--- src/hdl/tcfa_pkg.sv ---
// tcfa_pkg: shared constants, types and helpers for the two-class fifo arbiter
// no dependencies
`default_nettype none

package tcfa_pkg;

  localparam int unsigned QueueDepth = 16;
  localparam int unsigned PtrW       = (QueueDepth > 1) ? $clog2(QueueDepth) : 1;
  localparam int unsigned CntW       = $clog2(QueueDepth + 1);
  localparam int unsigned TagW       = 32;
  localparam int unsigned AgeW       = 7;
  localparam int unsigned EntryW     = TagW + AgeW;

  localparam logic [AgeW-1:0] ThrReset = 7'd60;

  localparam logic MODE_ENQUEUE = 1'b0;
  localparam logic MODE_SERVE   = 1'b1;

  typedef enum logic [1:0] {
    STATUS_ENQUEUED = 2'd0,
    STATUS_DROPPED  = 2'd1,
    STATUS_SERVED   = 2'd2,
    STATUS_EMPTY    = 2'd3
  } status_e;

  typedef enum logic {
    ST_IDLE = 1'b0,
    ST_LOAD = 1'b1
  } state_e;

  typedef struct packed {
    logic accept;
    logic load;
  } ctrl_cmd_t;

  typedef struct packed {
    logic pop;
  } dp_status_t;

  function automatic logic [PtrW-1:0] next_ptr(input logic [PtrW-1:0] ptr);
    logic [PtrW-1:0] res;
    if (ptr == PtrW'(QueueDepth - 1)) begin
      res = '0;
    end else begin
      res = ptr + PtrW'(1);
    end
    return res;
  endfunction

endpackage

`default_nettype wire

--- src/hdl/tcfa_ctrl.sv ---
// tcfa_ctrl: handshake and sequencing state machine of the arbiter
// depends on tcfa_pkg
`default_nettype none

module tcfa_ctrl (
  input  wire logic                   clk_i,
  input  wire logic                   rst_ni,
  input  wire logic                   s_axis_tvalid,
  output logic                        s_axis_tready,
  output logic                        m_axis_tvalid,
  input  wire logic                   m_axis_tready,
  input  wire tcfa_pkg::dp_status_t   stat_i,
  output tcfa_pkg::ctrl_cmd_t         cmd_o
);
  import tcfa_pkg::*;

  state_e state_q, state_d;
  logic   out_valid_q, out_valid_d;
  logic   accept;
  logic   taken;

  assign taken  = out_valid_q && m_axis_tready;
  assign accept = s_axis_tvalid && s_axis_tready;

  always_comb begin
    state_d = state_q;
    unique case (state_q)
      ST_IDLE: begin
        if (accept && stat_i.pop) begin
          state_d = ST_LOAD;
        end
      end
      ST_LOAD: begin
        state_d = ST_IDLE;
      end
      default: state_d = ST_IDLE;
    endcase
  end

  always_comb begin
    s_axis_tready = 1'b0;
    cmd_o.accept  = 1'b0;
    cmd_o.load    = 1'b0;
    unique case (state_q)
      ST_IDLE: begin
        s_axis_tready = !out_valid_q || m_axis_tready;
        cmd_o.accept  = accept;
      end
      ST_LOAD: begin
        cmd_o.load = 1'b1;
      end
      default: ;
    endcase
  end

  always_comb begin
    out_valid_d = out_valid_q && !taken;
    if ((cmd_o.accept && !stat_i.pop) || cmd_o.load) begin
      out_valid_d = 1'b1;
    end
  end

  assign m_axis_tvalid = out_valid_q;

  always_ff @(posedge clk_i or negedge rst_ni) begin
    if (!rst_ni) begin
      state_q     <= ST_IDLE;
      out_valid_q <= 1'b0;
    end else begin
      state_q     <= state_d;
      out_valid_q <= out_valid_d;
    end
  end

`ifndef NO_ASSERTIONS
  a_load_after_pop: assert property (@(posedge clk_i) disable iff (!rst_ni)
    cmd_o.accept && stat_i.pop |=> cmd_o.load)
    else $error("serve with pop not followed by load");
  a_load_slot_free: assert property (@(posedge clk_i) disable iff (!rst_ni)
    cmd_o.load |-> !out_valid_q)
    else $error("load while output register occupied");
  a_no_accept_in_load: assert property (@(posedge clk_i) disable iff (!rst_ni)
    cmd_o.load |-> !s_axis_tready)
    else $error("input accepted during load");
`endif

endmodule

`default_nettype wire

--- src/hdl/tcfa_dp.sv ---
// tcfa_dp: fifo storage, pointers, turn flag, threshold and result register
// depends on tcfa_pkg
`default_nettype none

module tcfa_dp (
  input  wire logic                        clk_i,
  input  wire logic                        rst_ni,
  input  wire logic                        cfg_we_i,
  input  wire logic [tcfa_pkg::AgeW-1:0]   cfg_wdata_i,
  input  wire logic                        mode_i,
  input  wire logic [tcfa_pkg::TagW-1:0]   tag_i,
  input  wire logic [tcfa_pkg::AgeW-1:0]   age_i,
  input  wire tcfa_pkg::ctrl_cmd_t         cmd_i,
  output tcfa_pkg::dp_status_t             stat_o,
  output logic [1:0]                       status_o,
  output logic [tcfa_pkg::TagW-1:0]        served_tag_o,
  output logic [tcfa_pkg::AgeW-1:0]        served_age_o,
  output logic                             served_priority_o
);
  import tcfa_pkg::*;

  logic [EntryW-1:0] p_mem [QueueDepth];
  logic [EntryW-1:0] r_mem [QueueDepth];
  logic [EntryW-1:0] p_rd_q, r_rd_q;

  logic [PtrW-1:0] p_head_q, p_head_d, p_tail_q, p_tail_d;
  logic [PtrW-1:0] r_head_q, r_head_d, r_tail_q, r_tail_d;
  logic [CntW-1:0] p_cnt_q, p_cnt_d, r_cnt_q, r_cnt_d;
  logic            turn_q, turn_d;
  logic            sel_q, sel_d;
  logic [AgeW-1:0] thr_q;

  logic to_prio, p_full, r_full, p_empty, r_empty, full, sel_prio;
  logic p_we, r_we;
  logic [EntryW-1:0] rd_entry;

  assign p_full   = (p_cnt_q == CntW'(QueueDepth));
  assign r_full   = (r_cnt_q == CntW'(QueueDepth));
  assign p_empty  = (p_cnt_q == '0);
  assign r_empty  = (r_cnt_q == '0);
  assign to_prio  = (age_i >= thr_q);
  assign full     = to_prio ? p_full : r_full;
  assign sel_prio = (turn_q && !p_empty) || r_empty;

  assign stat_o.pop = (mode_i == MODE_SERVE) && !(p_empty && r_empty);

  assign p_we = cmd_i.accept && (mode_i == MODE_ENQUEUE) && to_prio && !p_full;
  assign r_we = cmd_i.accept && (mode_i == MODE_ENQUEUE) && !to_prio && !r_full;

  always_comb begin
    p_head_d = p_head_q;
    p_tail_d = p_tail_q;
    p_cnt_d  = p_cnt_q;
    r_head_d = r_head_q;
    r_tail_d = r_tail_q;
    r_cnt_d  = r_cnt_q;
    turn_d   = turn_q;
    sel_d    = sel_q;
    if (p_we) begin
      p_tail_d = next_ptr(p_tail_q);
      p_cnt_d  = p_cnt_q + CntW'(1);
    end
    if (r_we) begin
      r_tail_d = next_ptr(r_tail_q);
      r_cnt_d  = r_cnt_q + CntW'(1);
    end
    if (cmd_i.accept && stat_o.pop) begin
      sel_d  = sel_prio;
      turn_d = !sel_prio;
      if (sel_prio) begin
        p_head_d = next_ptr(p_head_q);
        p_cnt_d  = p_cnt_q - CntW'(1);
      end else begin
        r_head_d = next_ptr(r_head_q);
        r_cnt_d  = r_cnt_q - CntW'(1);
      end
    end
  end

  always_ff @(posedge clk_i or negedge rst_ni) begin
    if (!rst_ni) begin
      p_head_q <= '0;
      p_tail_q <= '0;
      p_cnt_q  <= '0;
      r_head_q <= '0;
      r_tail_q <= '0;
      r_cnt_q  <= '0;
      turn_q   <= 1'b1;
      sel_q    <= 1'b0;
      thr_q    <= ThrReset;
    end else begin
      p_head_q <= p_head_d;
      p_tail_q <= p_tail_d;
      p_cnt_q  <= p_cnt_d;
      r_head_q <= r_head_d;
      r_tail_q <= r_tail_d;
      r_cnt_q  <= r_cnt_d;
      turn_q   <= turn_d;
      sel_q    <= sel_d;
      if (cfg_we_i) begin
        thr_q <= cfg_wdata_i;
      end
    end
  end

  // entry layout: tag in the upper bits, age in the lower bits
  always_ff @(posedge clk_i) begin
    if (p_we) begin
      p_mem[p_tail_q] <= {tag_i, age_i};
    end
    if (r_we) begin
      r_mem[r_tail_q] <= {tag_i, age_i};
    end
    if (cmd_i.accept) begin
      p_rd_q <= p_mem[p_head_q];
      r_rd_q <= r_mem[r_head_q];
    end
  end

  assign rd_entry = sel_q ? p_rd_q : r_rd_q;

  always_ff @(posedge clk_i) begin
    if (cmd_i.accept && !stat_o.pop) begin
      if (mode_i == MODE_ENQUEUE) begin
        status_o <= full ? STATUS_DROPPED : STATUS_ENQUEUED;
      end else begin
        status_o <= STATUS_EMPTY;
      end
      served_tag_o      <= '0;
      served_age_o      <= '0;
      served_priority_o <= 1'b0;
    end else if (cmd_i.load) begin
      status_o          <= STATUS_SERVED;
      served_tag_o      <= rd_entry[EntryW-1:AgeW];
      served_age_o      <= rd_entry[AgeW-1:0];
      served_priority_o <= sel_q;
    end
  end

`ifndef NO_ASSERTIONS
  logic [CntW:0] cnt_sum;
  assign cnt_sum = {1'b0, p_cnt_q} + {1'b0, r_cnt_q};

  a_p_cnt_bound: assert property (@(posedge clk_i) disable iff (!rst_ni)
    p_cnt_q <= CntW'(QueueDepth))
    else $error("priority count above depth");
  a_r_cnt_bound: assert property (@(posedge clk_i) disable iff (!rst_ni)
    r_cnt_q <= CntW'(QueueDepth))
    else $error("regular count above depth");
  a_pop_dec: assert property (@(posedge clk_i) disable iff (!rst_ni)
    cmd_i.accept && stat_o.pop |=> cnt_sum == $past(cnt_sum) - (CntW+1)'(1))
    else $error("serve did not remove exactly one entry");
  a_pop_nonempty: assert property (@(posedge clk_i) disable iff (!rst_ni)
    cmd_i.accept && stat_o.pop && sel_prio |-> !p_empty)
    else $error("pop from empty priority fifo");
`endif

endmodule

`default_nettype wire

--- src/hdl/two_class_fifo_alternating_arbiter.sv ---
// two_class_fifo_alternating_arbiter: enqueue result registered in the cycle after accept;
// a popping serve goes through load state and registered fifo read, holding input off in load.
// enqueue and empty-serve items: one per cycle while each result is taken.
// a waiting result holds the input off until it is taken; both can move in one cycle.
// reset clears pointers, counts and output valid, sets the turn flag and loads
// threshold 60; fifo storage is not cleared and no clearing pass is run.
`default_nettype none

module two_class_fifo_alternating_arbiter (
  input  wire logic        clk_i,
  input  wire logic        rst_ni,
  input  wire logic        cfg_we_i,
  input  wire logic [6:0]  cfg_wdata_i,   // age_threshold
  input  wire logic        s_axis_tvalid,
  output logic             s_axis_tready,
  input  wire logic [39:0] s_axis_tdata,  // customer_tag[31:0], age[38:32], zero[39]
  input  wire logic        s_axis_tuser,  // mode
  output logic             m_axis_tvalid,
  input  wire logic        m_axis_tready,
  output logic [39:0]      m_axis_tdata,  // served_tag[31:0], served_age[38:32], served_priority[39]
  output logic [1:0]       m_axis_tuser   // status
);
  import tcfa_pkg::*;

  ctrl_cmd_t       cmd;
  dp_status_t      stat;
  logic [TagW-1:0] served_tag;
  logic [AgeW-1:0] served_age;
  logic            served_priority;

  tcfa_ctrl u_ctrl (
    .clk_i         (clk_i),
    .rst_ni        (rst_ni),
    .s_axis_tvalid (s_axis_tvalid),
    .s_axis_tready (s_axis_tready),
    .m_axis_tvalid (m_axis_tvalid),
    .m_axis_tready (m_axis_tready),
    .stat_i        (stat),
    .cmd_o         (cmd)
  );

  tcfa_dp u_dp (
    .clk_i             (clk_i),
    .rst_ni            (rst_ni),
    .cfg_we_i          (cfg_we_i),
    .cfg_wdata_i       (cfg_wdata_i),
    .mode_i            (s_axis_tuser),
    .tag_i             (s_axis_tdata[31:0]),
    .age_i             (s_axis_tdata[38:32]),
    .cmd_i             (cmd),
    .stat_o            (stat),
    .status_o          (m_axis_tuser),
    .served_tag_o      (served_tag),
    .served_age_o      (served_age),
    .served_priority_o (served_priority)
  );

  assign m_axis_tdata = {served_priority, served_age, served_tag};

endmodule

`default_nettype wire
--- config.mk ---
export PLATFORM = sky130hd
export DESIGN_NAME = two_class_fifo_alternating_arbiter
export DESIGN_NICKNAME = d
export VERILOG_FILES = /design/src/hdl/tcfa_pkg.sv /design/src/hdl/tcfa_ctrl.sv /design/src/hdl/tcfa_dp.sv /design/src/hdl/two_class_fifo_alternating_arbiter.sv
export SDC_FILE = /design/constraint.sdc
export NUM_CORES = 1
export LEC_CHECK = 0
export BUFFER_PORTS_ARGS = -buffer_cell sky130_fd_sc_hd__buf_2
export CORE_MARGIN = 3
export CORE_UTILIZATION = 45
export CTS_BUF_LIST = sky130_fd_sc_hd__clkbuf_4 sky130_fd_sc_hd__clkbuf_8
export DETAILED_ROUTE_END_ITERATION = 7
export PLACE_DENSITY = 0.6
export SLEW_MARGIN = 20
export SYNTH_ARGS = -nofsm -noshare
export SYNTH_HDL_FRONTEND = slang
export SYNTH_SLANG_ARGS = --single-unit
--- constraint.sdc ---
create_clock -name clk_i -period 12.8 [get_ports clk_i]
set_input_delay 0.64 -clock clk_i [delete_from_list [all_inputs] [get_ports clk_i]]
set_output_delay 0.64 -clock clk_i [all_outputs]
set_load 0.05 [all_outputs]
# After elaboration in Yosys (flattened, before gate mapping)
# Memories as Yosys holds them, arrays and structs flattened. A register that Yosys moved wholly into a read port is not among the register bits.
# Index checks and enable logic that the tools add are counted.
# word_totals
out_inout_bits	44
regBits	79
ramBits	1248
latchBits	0
elab_cells	92
memories	2
mem_bits_ro	0
# mem_list
memory	words	width	read_ports	rd_clocked_by_memory_dff	wr	line	rtl
u_dp.p_mem	16	39	1	1	1	tcfa_dp.sv:22	logic [EntryW-1:0] p_mem [QueueDepth];
u_dp.r_mem	16	39	1	1	1	tcfa_dp.sv:23	logic [EntryW-1:0] r_mem [QueueDepth];
# classes
magnitude_cmp	1
div_mod_pow	0
addsub	8
n_bitwise	3
eq_ne	6
n_reduce_logical	31
mux	26
n_mul	0
n_shift	0
# op_table
cell	n
$mux 39	1
$mux 5	6
$add 4x1->4 const B	4
$eq 4x4->1 const B	4
$mux 4	4
$logic_and 1x1->1	14
$mux 1	11
$add 5x1->5 const B	2
$eq 5x5->1 const B	2
$logic_not 5->1	2
$sub 5x1->5 const B	2
$logic_not 1->1	9
$ge 7x7->1	1
$mux 2	3
$reduce_and 2->1	2
$logic_or 1x1->1	3
$not 1->1	3
$pmux 1 s2	1
$reduce_bool 2->1	1

# Depth between registers and ports, before layout
# Gate-level depths: netlist (run 1).
# logic_depth
ltp_word	11
ltp_mapped	8
mapped_depth_nobuf	7

# Hierarchy
# A second synthesis (run 1) with hierarchy kept.
# hier_totals
hier_cells	2674
hier_area_um2	53924.2
# modules_own_cells
mod	cells_per_inst	area_per_inst_um2	n_inst
tcfa_dp	2664	53806.6	1
tcfa_ctrl	9	110.1	1
two_class_fifo_alternating_arbiter	1	7.5	1

# Worst setup path after synthesis (run 1)
# Ideal clock, no wire load.
# synth_path
path_kind	input to register
start	input port s_axis_tdata[38]
end	memory u_dp.r_mem[1][0] (netlist name) (enable)
t_arrival_ps	5848
path_stages	6
required_time_ps	12254
setup_ps	546
slack_ps	6405
cell_sequence	ha_1 a21oi_1 o21ai_0 a211oi_4 nand2_2 nor4b_1
# synth_via
elab_chain_cells	6
# synth_rtl
element	line	rtl
start: declaration	two_class_fifo_alternating_arbiter.sv:16	input wire logic [39:0] s_axis_tdata,
$ge 7x7->1	tcfa_dp.sv:41	assign to_prio = (age_i >= thr_q);
$logic_not 1->1	tcfa_dp.sv:48	assign r_we = cmd_i.accept && (mode_i == MODE_ENQUEUE) && !to_prio && !r_full;
$logic_and 1x1->1 (2 in series)	tcfa_dp.sv:48	
$mux 1	tcfa_dp.sv:111	if (r_we) begin
$mux 1 (implied by the code)	tcfa_dp.sv:112	r_mem[r_tail_q] <= {tag_i, age_i};
end: declaration	tcfa_dp.sv:23	
# Every way passes these cells.

# Worst setup path in the final report (run 1)
# layout_path
start	register u_ctrl.state_q
end	memory u_dp.r_mem[6][8] (netlist name) (enable)
# layout_via
elab_chain_cells	8
# layout_rtl
element	line	rtl
start: declaration	tcfa_ctrl.sv:17	state_e state_q, state_d;
start signal: assignment	tcfa_ctrl.sv:70	state_q <= state_d;
$mux 1	tcfa_ctrl.sv:44	unique case (state_q)
$logic_and 1x1->1	tcfa_ctrl.sv:23	assign accept = s_axis_tvalid && s_axis_tready;
$mux 1 *	tcfa_ctrl.sv:44	
$logic_and 1x1->1 * (3 in series)	tcfa_dp.sv:48	
$mux 1 *	tcfa_dp.sv:111	
$mux 1 (implied by the code) *	tcfa_dp.sv:112	
# Mark *: on every way between the ends. The rest lies on a longest branch, timed or not.

==> impl_metrics.yaml, run 1 <==
run_status:
  status: "complete, no violations"
global_route:
  grt_pass1_wl_um: 188000
  gr-usage-all-layers: 0.207
  antenna_found_initial: 10
  grt_remaining_overflow: 0
  grt_max_degree: 101
  grt_pass1_vias: 27581
job:
  max-cap-violations: 0
placement:
  dp.cells: 4230
  gp_congestion: 0.753
  place_area_sq_um: 56300
  post-place-ws_ns: 7.98
  dp_hpwl_um: 67900
  numPortBuffers: 95
final_layout:
  final_core_util: 0.512
  layout-drive-gt1-share: 0.286
  nets: 2939
  fill_cells: 9460
  final_cell_mix: "edfxtp_1 (1328), mux4_2 (234), clkbuf_8 (225)"
  fin_area_sq_um: 60700
  mostFrequentLayoutCell: "edfxtp_1"
  area_delta_synth_final_pct: 12.5
  instances_no_fill: 4642
clock_tree:
  cts_resized: 0
  htreeDepth: 4
  clk_latency_ns: 0.87
  clk_pin_slew_ns: 0.06
  clockBufferDepth: 3
  cts_tree: "yes"
  cts_buffers: 220
  cts_root_buf: "clkbuf_8"
  cts.sinks: 1405
die:
  ios: 97
  dieArea_sq_um: 124000
  chipHeight_um: 352
  num_rows: 126
  core_sq_um: 119000
  floorplan.initialDensity: 0.455
  die_w_um: 352
pwr:
  p_leak_nw: 19.7
  ir_drop_mv: 0.169
  power_frac_comb: 0.240
  pwr-share-seq: 0.465
  switchingPower_mw: 3.67
  power.share.clock: 0.295
  power_density_nw_per_um2: 202
  swShare: 0.300
  internal_power_mw: 8.57
  power.total_mw: 12.2
detailed_routing:
  post-route-drc-count: 0
  drt_iter0_markers: 2560
  dr.pass1.iters: 5
  vias: 26875
  avgViaCountPerCell: 5.79
  drt-total-wl_um: 129000
  ant_nets: 0
  wire_per_inst_um: 27.9
timing:
  setup_viol: 0
  fin_skew_ns: 0.0453
  finalWorstSetupSlack_ns: 8.26
  timing.final.max_slew_violations: 0
  post-route-min-period_ns: 4.54
  hold_ws_ns: 0.110
  fmax_ghz: 0.220
  period_share: 0.354
  worst_pin_slew_ns: 1.20
  relSlewSlack: 0.199
  tns_ns: 0
  hold_violations: 0
  rsz0062_at_grt: "no"
setup_path:
  path_class: "reg -> reg"
  cp_max_fo: 43
  worstPathArrival_ns: 5.01
  ff2ff_path_depth: 7
  cp_slowest_cell: "nor3b_2"
  worstPathCellList: "nor2b_4 -> nor3b_4 -> inv_2 -> a211oi_4 -> nand3_1 -> nor3b_2 -> buf_4"
  cp-start-kind: "flop"
  cp.required_ns: 13.27
  end_kind: "flop"
  cpPeakStageDelay_ns: 1.07
worst_hold_path:
  min_path_type: "in -> reg"
  worstHoldPathCells: 2
yosys:
  ys_types: 58
  synth.top_cells.by_area: "edfxtp_1 (74%), mux4_2 (9.8%), mux2i_1 (2.9%), mux2_2 (1.7%), dfrtp_1 (1.5%)"
  yosysSeqAreaShare: 0.771
  synthMuxAreaShare: 0.144
  synth-seq-cells: 1405
  synth_top_area_share: 0.739
  synth-edff-count: 1328
  synth_compound_area_frac: 0.0446
  synth_xor_area_frac: 0.00195
  synth-adder-area-share: 0.00533
  avgSynthCellArea_sq_um: 20.5
  netlist_area_sq_um: 54000
  syn_nets: 2710
  synth-simple-area-share: 0.0201
  yosysTopAreaCell: "edfxtp_1"
  synth_top_family_by_area: "multiplexers"
  synth_warnings: 0
  synth_flop_cell: "edfxtp_1"
  async_reset_ff_frac: 0.0263
  syn_inst: 2634
[cell type report]
type                            count  area, sq um  share of cell area
Clock buffer                      300         3660              0.0603
Tap cell                         1600         2000              0.0330
Clock inverter                     99          571             0.00939
Timing Repair Buffer              158         1040              0.0171
Antenna cell                        2         5.00           0.0000824
Multi-Input combinational cell   1059        11700               0.193
Sequential cell                  1405        41600               0.686
Inverter                           19         71.3             0.00117
[state kept, by name, indices dropped and copies added (netlist names), 2 cells and up]
register	count
u_dp.p_cnt_q	5
u_dp.p_head_q	4
u_dp.p_mem	624
u_dp.p_rd_q	39
u_dp.p_tail_q	4
u_dp.r_cnt_q	5
u_dp.r_head_q	4
u_dp.r_mem	624
u_dp.r_rd_q	39
u_dp.r_tail_q	4
u_dp.served_age_o	7
u_dp.served_tag_o	32
u_dp.status_o	2
u_dp.thr_q	7
[cell usage after synthesis (5+ instances only)]
library cell,n
edfxtp_1,1328
mux4_2,234
mux2i_1,157
o21ai_0,95
a21oi_1,86
clkbuf_1,84
mux2_2,81
nand2_1,59
buf_2,51
nor2b_1,42
a211oi_1,40
dfxtp_1,40
a221oi_1,39
a22o_1,39
a22oi_1,39
dfrtp_1,32
ha_1,23
inv_1,18
nor2_1,15
nand3_1,13
and2_1,11
and3_1,11
and4_1,10
xnor2_1,9
buf_1,8
buf_4,6
nand4_1,6
dfstp_2,5
[power by group through the flow]
stage / Sequential [mW] / Combinational (mW) / Clock [mW]
after floorplan: 5.72 / 2.13 / 0
after global placement: 5.76 / 2.91 / 0
after detailed placement: 5.78 / 2.95 / 0
after CTS: 5.69 / 2.96 / 3.70
after global routing: 5.72 / 3.17 / 3.91
final: 5.69 / 2.94 / 3.61
[timing repair]
item,4_1_cts,5_1_grt
hold buffers,8,0
hold endpoints to repair,39,0
setup buffers,0,0
endpoints found under the setup margin,0,0
[worst max-delay path: cells and delay by family (launching register included)]
family,cells,cell delay [ns]
flip-flops,1,0.78
buffers and inverters,2,0.86
AO/OA/AOI/OAI,1,0.37
AND/OR/NAND/NOR,4,2.09
[cells by family (layout without fill, tap and decap cells)]
logic type / after synthesis / after routing
other: 0 / 2
buffers and inverters: 170 / 576
DFF: 1405 / 1405
xor gates and xnor gates: 12 / 12
adders and majority gates: 23 / 23
and+or+nand+nor: 189 / 189
AOI/OAI and AO/OA: 363 / 363
muxes: 472 / 472
[path summary, 6_finish.rpt]
check / slack [ns] / to / startpoint
max: 8.26 / u_dp.r_mem[6][8]$_DFFE_PP_ / u_ctrl.state_q$_DFF_PN0_
min: 0.11 / u_dp.thr_q[5]$_DFFE_PN1P_ / cfg_we_i
max reg2reg: 8.26 / u_dp.r_mem[6][8]$_DFFE_PP_ / u_ctrl.state_q$_DFF_PN0_
min reg2reg: 0.48 / u_dp.served_age_o[2]$_SDFFE_PP0P_ / u_dp.served_age_o[2]$_SDFFE_PP0P_
max in group asynchronous: 11.69 / u_dp.p_head_q[2]$_DFFE_PN0P_ / rst_ni
min in group asynchronous: 0.46 / u_dp.thr_q[1]$_DFFE_PN0P_ / rst_ni
[layer usage]
| metal | global-route usage | up-vias | part of all wire |
|---|---|---|---|
| met5 | 0 | - | 0.00010 |
| met1 | 0.293 | 14269 | 0.43 |
| met4 | 0.0552 | 2 | 0.020 |
| met3 | 0.0381 | 195 | 0.065 |
| li1 | - | 11402 | - |
| met2 | 0.333 | 1007 | 0.48 |
Note: power is estimated with default switching activity, not from simulation.
==> inputs of run 2 (changes only) <==
- PLACE_DENSITY: 0.6 -> 0.63
- clock period: 12.8 -> 3.92 ns (I/O delays scaled with it)
==> run 2 against run 1 <==
Register-to-register slack got worse by 7.9 ns. Final cell count rose by 2.0%. Clock power rose to 3.3 times the previous value. Sequential share of layout area down 1.5 points. Die area did not move. Via count is 1.2% higher. Utilization up 1.1 points. Clock-buffer cell count is 12 higher. Setup slack lost 7.9 ns. Largest cell class unchanged. Highest routed layer is now met4.
==> impl_metrics.yaml, run 2 (synthesis gave the netlist of run 1 again) <==
detailed_routing:
  vias: 27201
  dr.pass1.iters: 5
  drt_iter0_markers: 2812
  drt-total-wl_um: 127000
  ant_nets: 0
  avgViaCountPerCell: 5.74
  post-route-drc-count: 0
  wire_per_inst_um: 26.8
setup_path:
  cpPeakStageDelay_ns: 0.65
  worstReg2RegEnd: "u_dp.p_mem[3][17]$_DFFE_PP_"
  reg2reg_from: "u_dp.thr_q[4]$_DFFE_PN1P_"
  path_class: "reg -> reg"
  cp.required_ns: 4.41
  worstPathCellList: "inv_1 -> ha_1 -> a21oi_1 -> o21ai_0 -> a21o_1 -> and2_1 -> and3_2 -> buf_4"
  worstPathArrival_ns: 4.05
  crit_start: "u_dp.thr_q[4]$_DFFE_PN1P_"
  end_kind: "flop"
  cp_max_fo: 21
  ff2ff_path_depth: 8
  reg2reg_slack_ns: 0.36
  cp_slowest_cell: "o21ai_0"
  cp-start-kind: "flop"
final_layout:
  layout-drive-gt1-share: 0.293
  reg.largest.list: "u_dp.p_mem x624, u_dp.r_mem x624"
  final_cell_mix: "edfxtp_1 (1328), mux4_2 (234), clkbuf_8 (232)"
  area_delta_synth_final_pct: 15.0
  nets: 3030
  mostFrequentLayoutCell: "edfxtp_1"
  fin_area_sq_um: 62100
die:
  ios: 97
  num_rows: 126
  dieArea_sq_um: 124000
  chipHeight_um: 352
  core_sq_um: 119000
  floorplan.initialDensity: 0.455
  die_w_um: 352
pwr:
  power_frac_comb: 0.246
  swShare: 0.302
  p_leak_nw: 20.3
  internal_power_mw: 28.4
  ir_drop_mv: 0.451
  pwr-share-seq: 0.460
  power.share.clock: 0.293
  switchingPower_mw: 12.3
  power_density_nw_per_um2: 656
job:
  max-cap-violations: 0
clock_tree:
  cts_root_buf: "clkbuf_8"
  cts_tree: "yes"
  cts_resized: 0
  clockBufferDepth: 3
  clk_pin_slew_ns: 0.06
  cts_buffers: 216
  htreeDepth: 4
  cts.sinks: 1405
  clk_latency_ns: 0.88
global_route:
  grt_pass1_wl_um: 186000
  grt_remaining_overflow: 0
  antenna_found_initial: 8
  grt_pass1_vias: 28179
  grt_max_degree: 63
  gr-usage-all-layers: 0.203
worst_hold_path:
  min_path_type: "in -> reg"
  worstHoldPathCells: 4
  hp-start: "cfg_wdata_i[3]"
  hold_end: "u_dp.thr_q[3]$_DFFE_PN1P_"
placement:
  place_area_sq_um: 57100
  numPortBuffers: 95
  gp_congestion: 0.802
  dp_hpwl_um: 72200
timing:
  relSlewSlack: 0.271
  post-route-min-period_ns: 3.56
  timing.final.max_slew_violations: 0
  fmax_ghz: 0.281
  fin_skew_ns: 0.0336
  period_share: 0.908
  worst_pin_slew_ns: 1.09
  hold_violations: 0
  rsz0062_at_grt: "no"
  setup_viol: 0
  hold_ws_ns: 0.329
run_status:
  status: "complete, no violations"
## run 2: changes by cell type in the layout (fill, tap and decap cells not counted), sizes merged, moves of 4 or more
cell	before	now
buf	150	192
clkbuf	300	312
clkinv	83	73
clkinvlp	7	3
dlygate4sd3	8	61
## run 2: layer usage
layer	vias to the layer above	global-route usage	wire [um]
met5	-	0	0
met3	213	0.0425	9420
met1	14337	0.284	53700
li1	11580	-	-
met4	0	0.0616	2940
met2	1071	0.324	60900
## run 2: timing repair
| action | in CTS | in global routing |
|---|---|---|
| setup buffers | 0 | 0 |
| endpoints found under the setup margin | 0 | 0 |
| hold buffers | 61 | 0 |
| hold endpoints to repair | 1333 | 0 |
## run 2: final cells by class
type                       count  area (sq um)
antenna                        3          7.51
inverter                      19          71.3
timing repair buffer         253          2280
clock buffer                 312          3790
multi-input combinational   1059         11800
sequential                  1405         41600
fill                        9346         56500
tap                         1600          2000
clock inverter                86           526
## run 2: per-stage QoR
step / total power, mW / cells / worst slack (ns) / utilization / TNS, ns
after floorplan: 25.7 / 2634 / -1.22 / - / -254.42
final: 40.7 / 4737 / 0.361 / 0.524 / 0
after global placement: 28.9 / 4274 / 0.421 / 0.482 / 0
after CTS: 41.1 / 4734 / 0.455 / 0.524 / 0
after detailed placement: 29.1 / 4275 / 0.318 / 0.482 / 0
after global routing: 42.5 / 4737 / 0.241 / 0.524 / 0
## run 2: how the worst max path moves through the flow
stage	endpoint	slack [ns]	cells past startpoint
after floorplan	u_dp.r_mem[4][0]$_DFFE_PP_	-1.22	7
after global routing	u_dp.p_mem[3][17]$_DFFE_PP_	0.24	8
final	u_dp.p_mem[3][17]$_DFFE_PP_	0.36	8
after detailed placement	u_dp.p_mem[3][17]$_DFFE_PP_	0.32	8
after global placement	u_dp.r_mem[12][15]$_DFFE_PP_	0.42	9
after CTS	u_dp.p_mem[3][17]$_DFFE_PP_	0.46	8
## run 2: power groups by stage
stage / Sequential, mW / Combinational [mW] / Clock, mW
floorplan: 18.7 / 6.97 / 0
global placement: 19.0 / 9.91 / 0
detailed placement: 19.1 / 10.0 / 0
CTS: 18.8 / 10.1 / 12.2
global route: 18.9 / 10.8 / 12.9
finish: 18.8 / 10.0 / 11.9
## run 2: critical path: cells and delay by family, from the launching register on
family,cells,cell delay (ns)
adders and majority gates,1,0.29
AOI/OAI and AO/OA,3,1.16
buffers and inverters,2,0.42
DFF,1,0.52
and+or+nand+nor,2,0.75
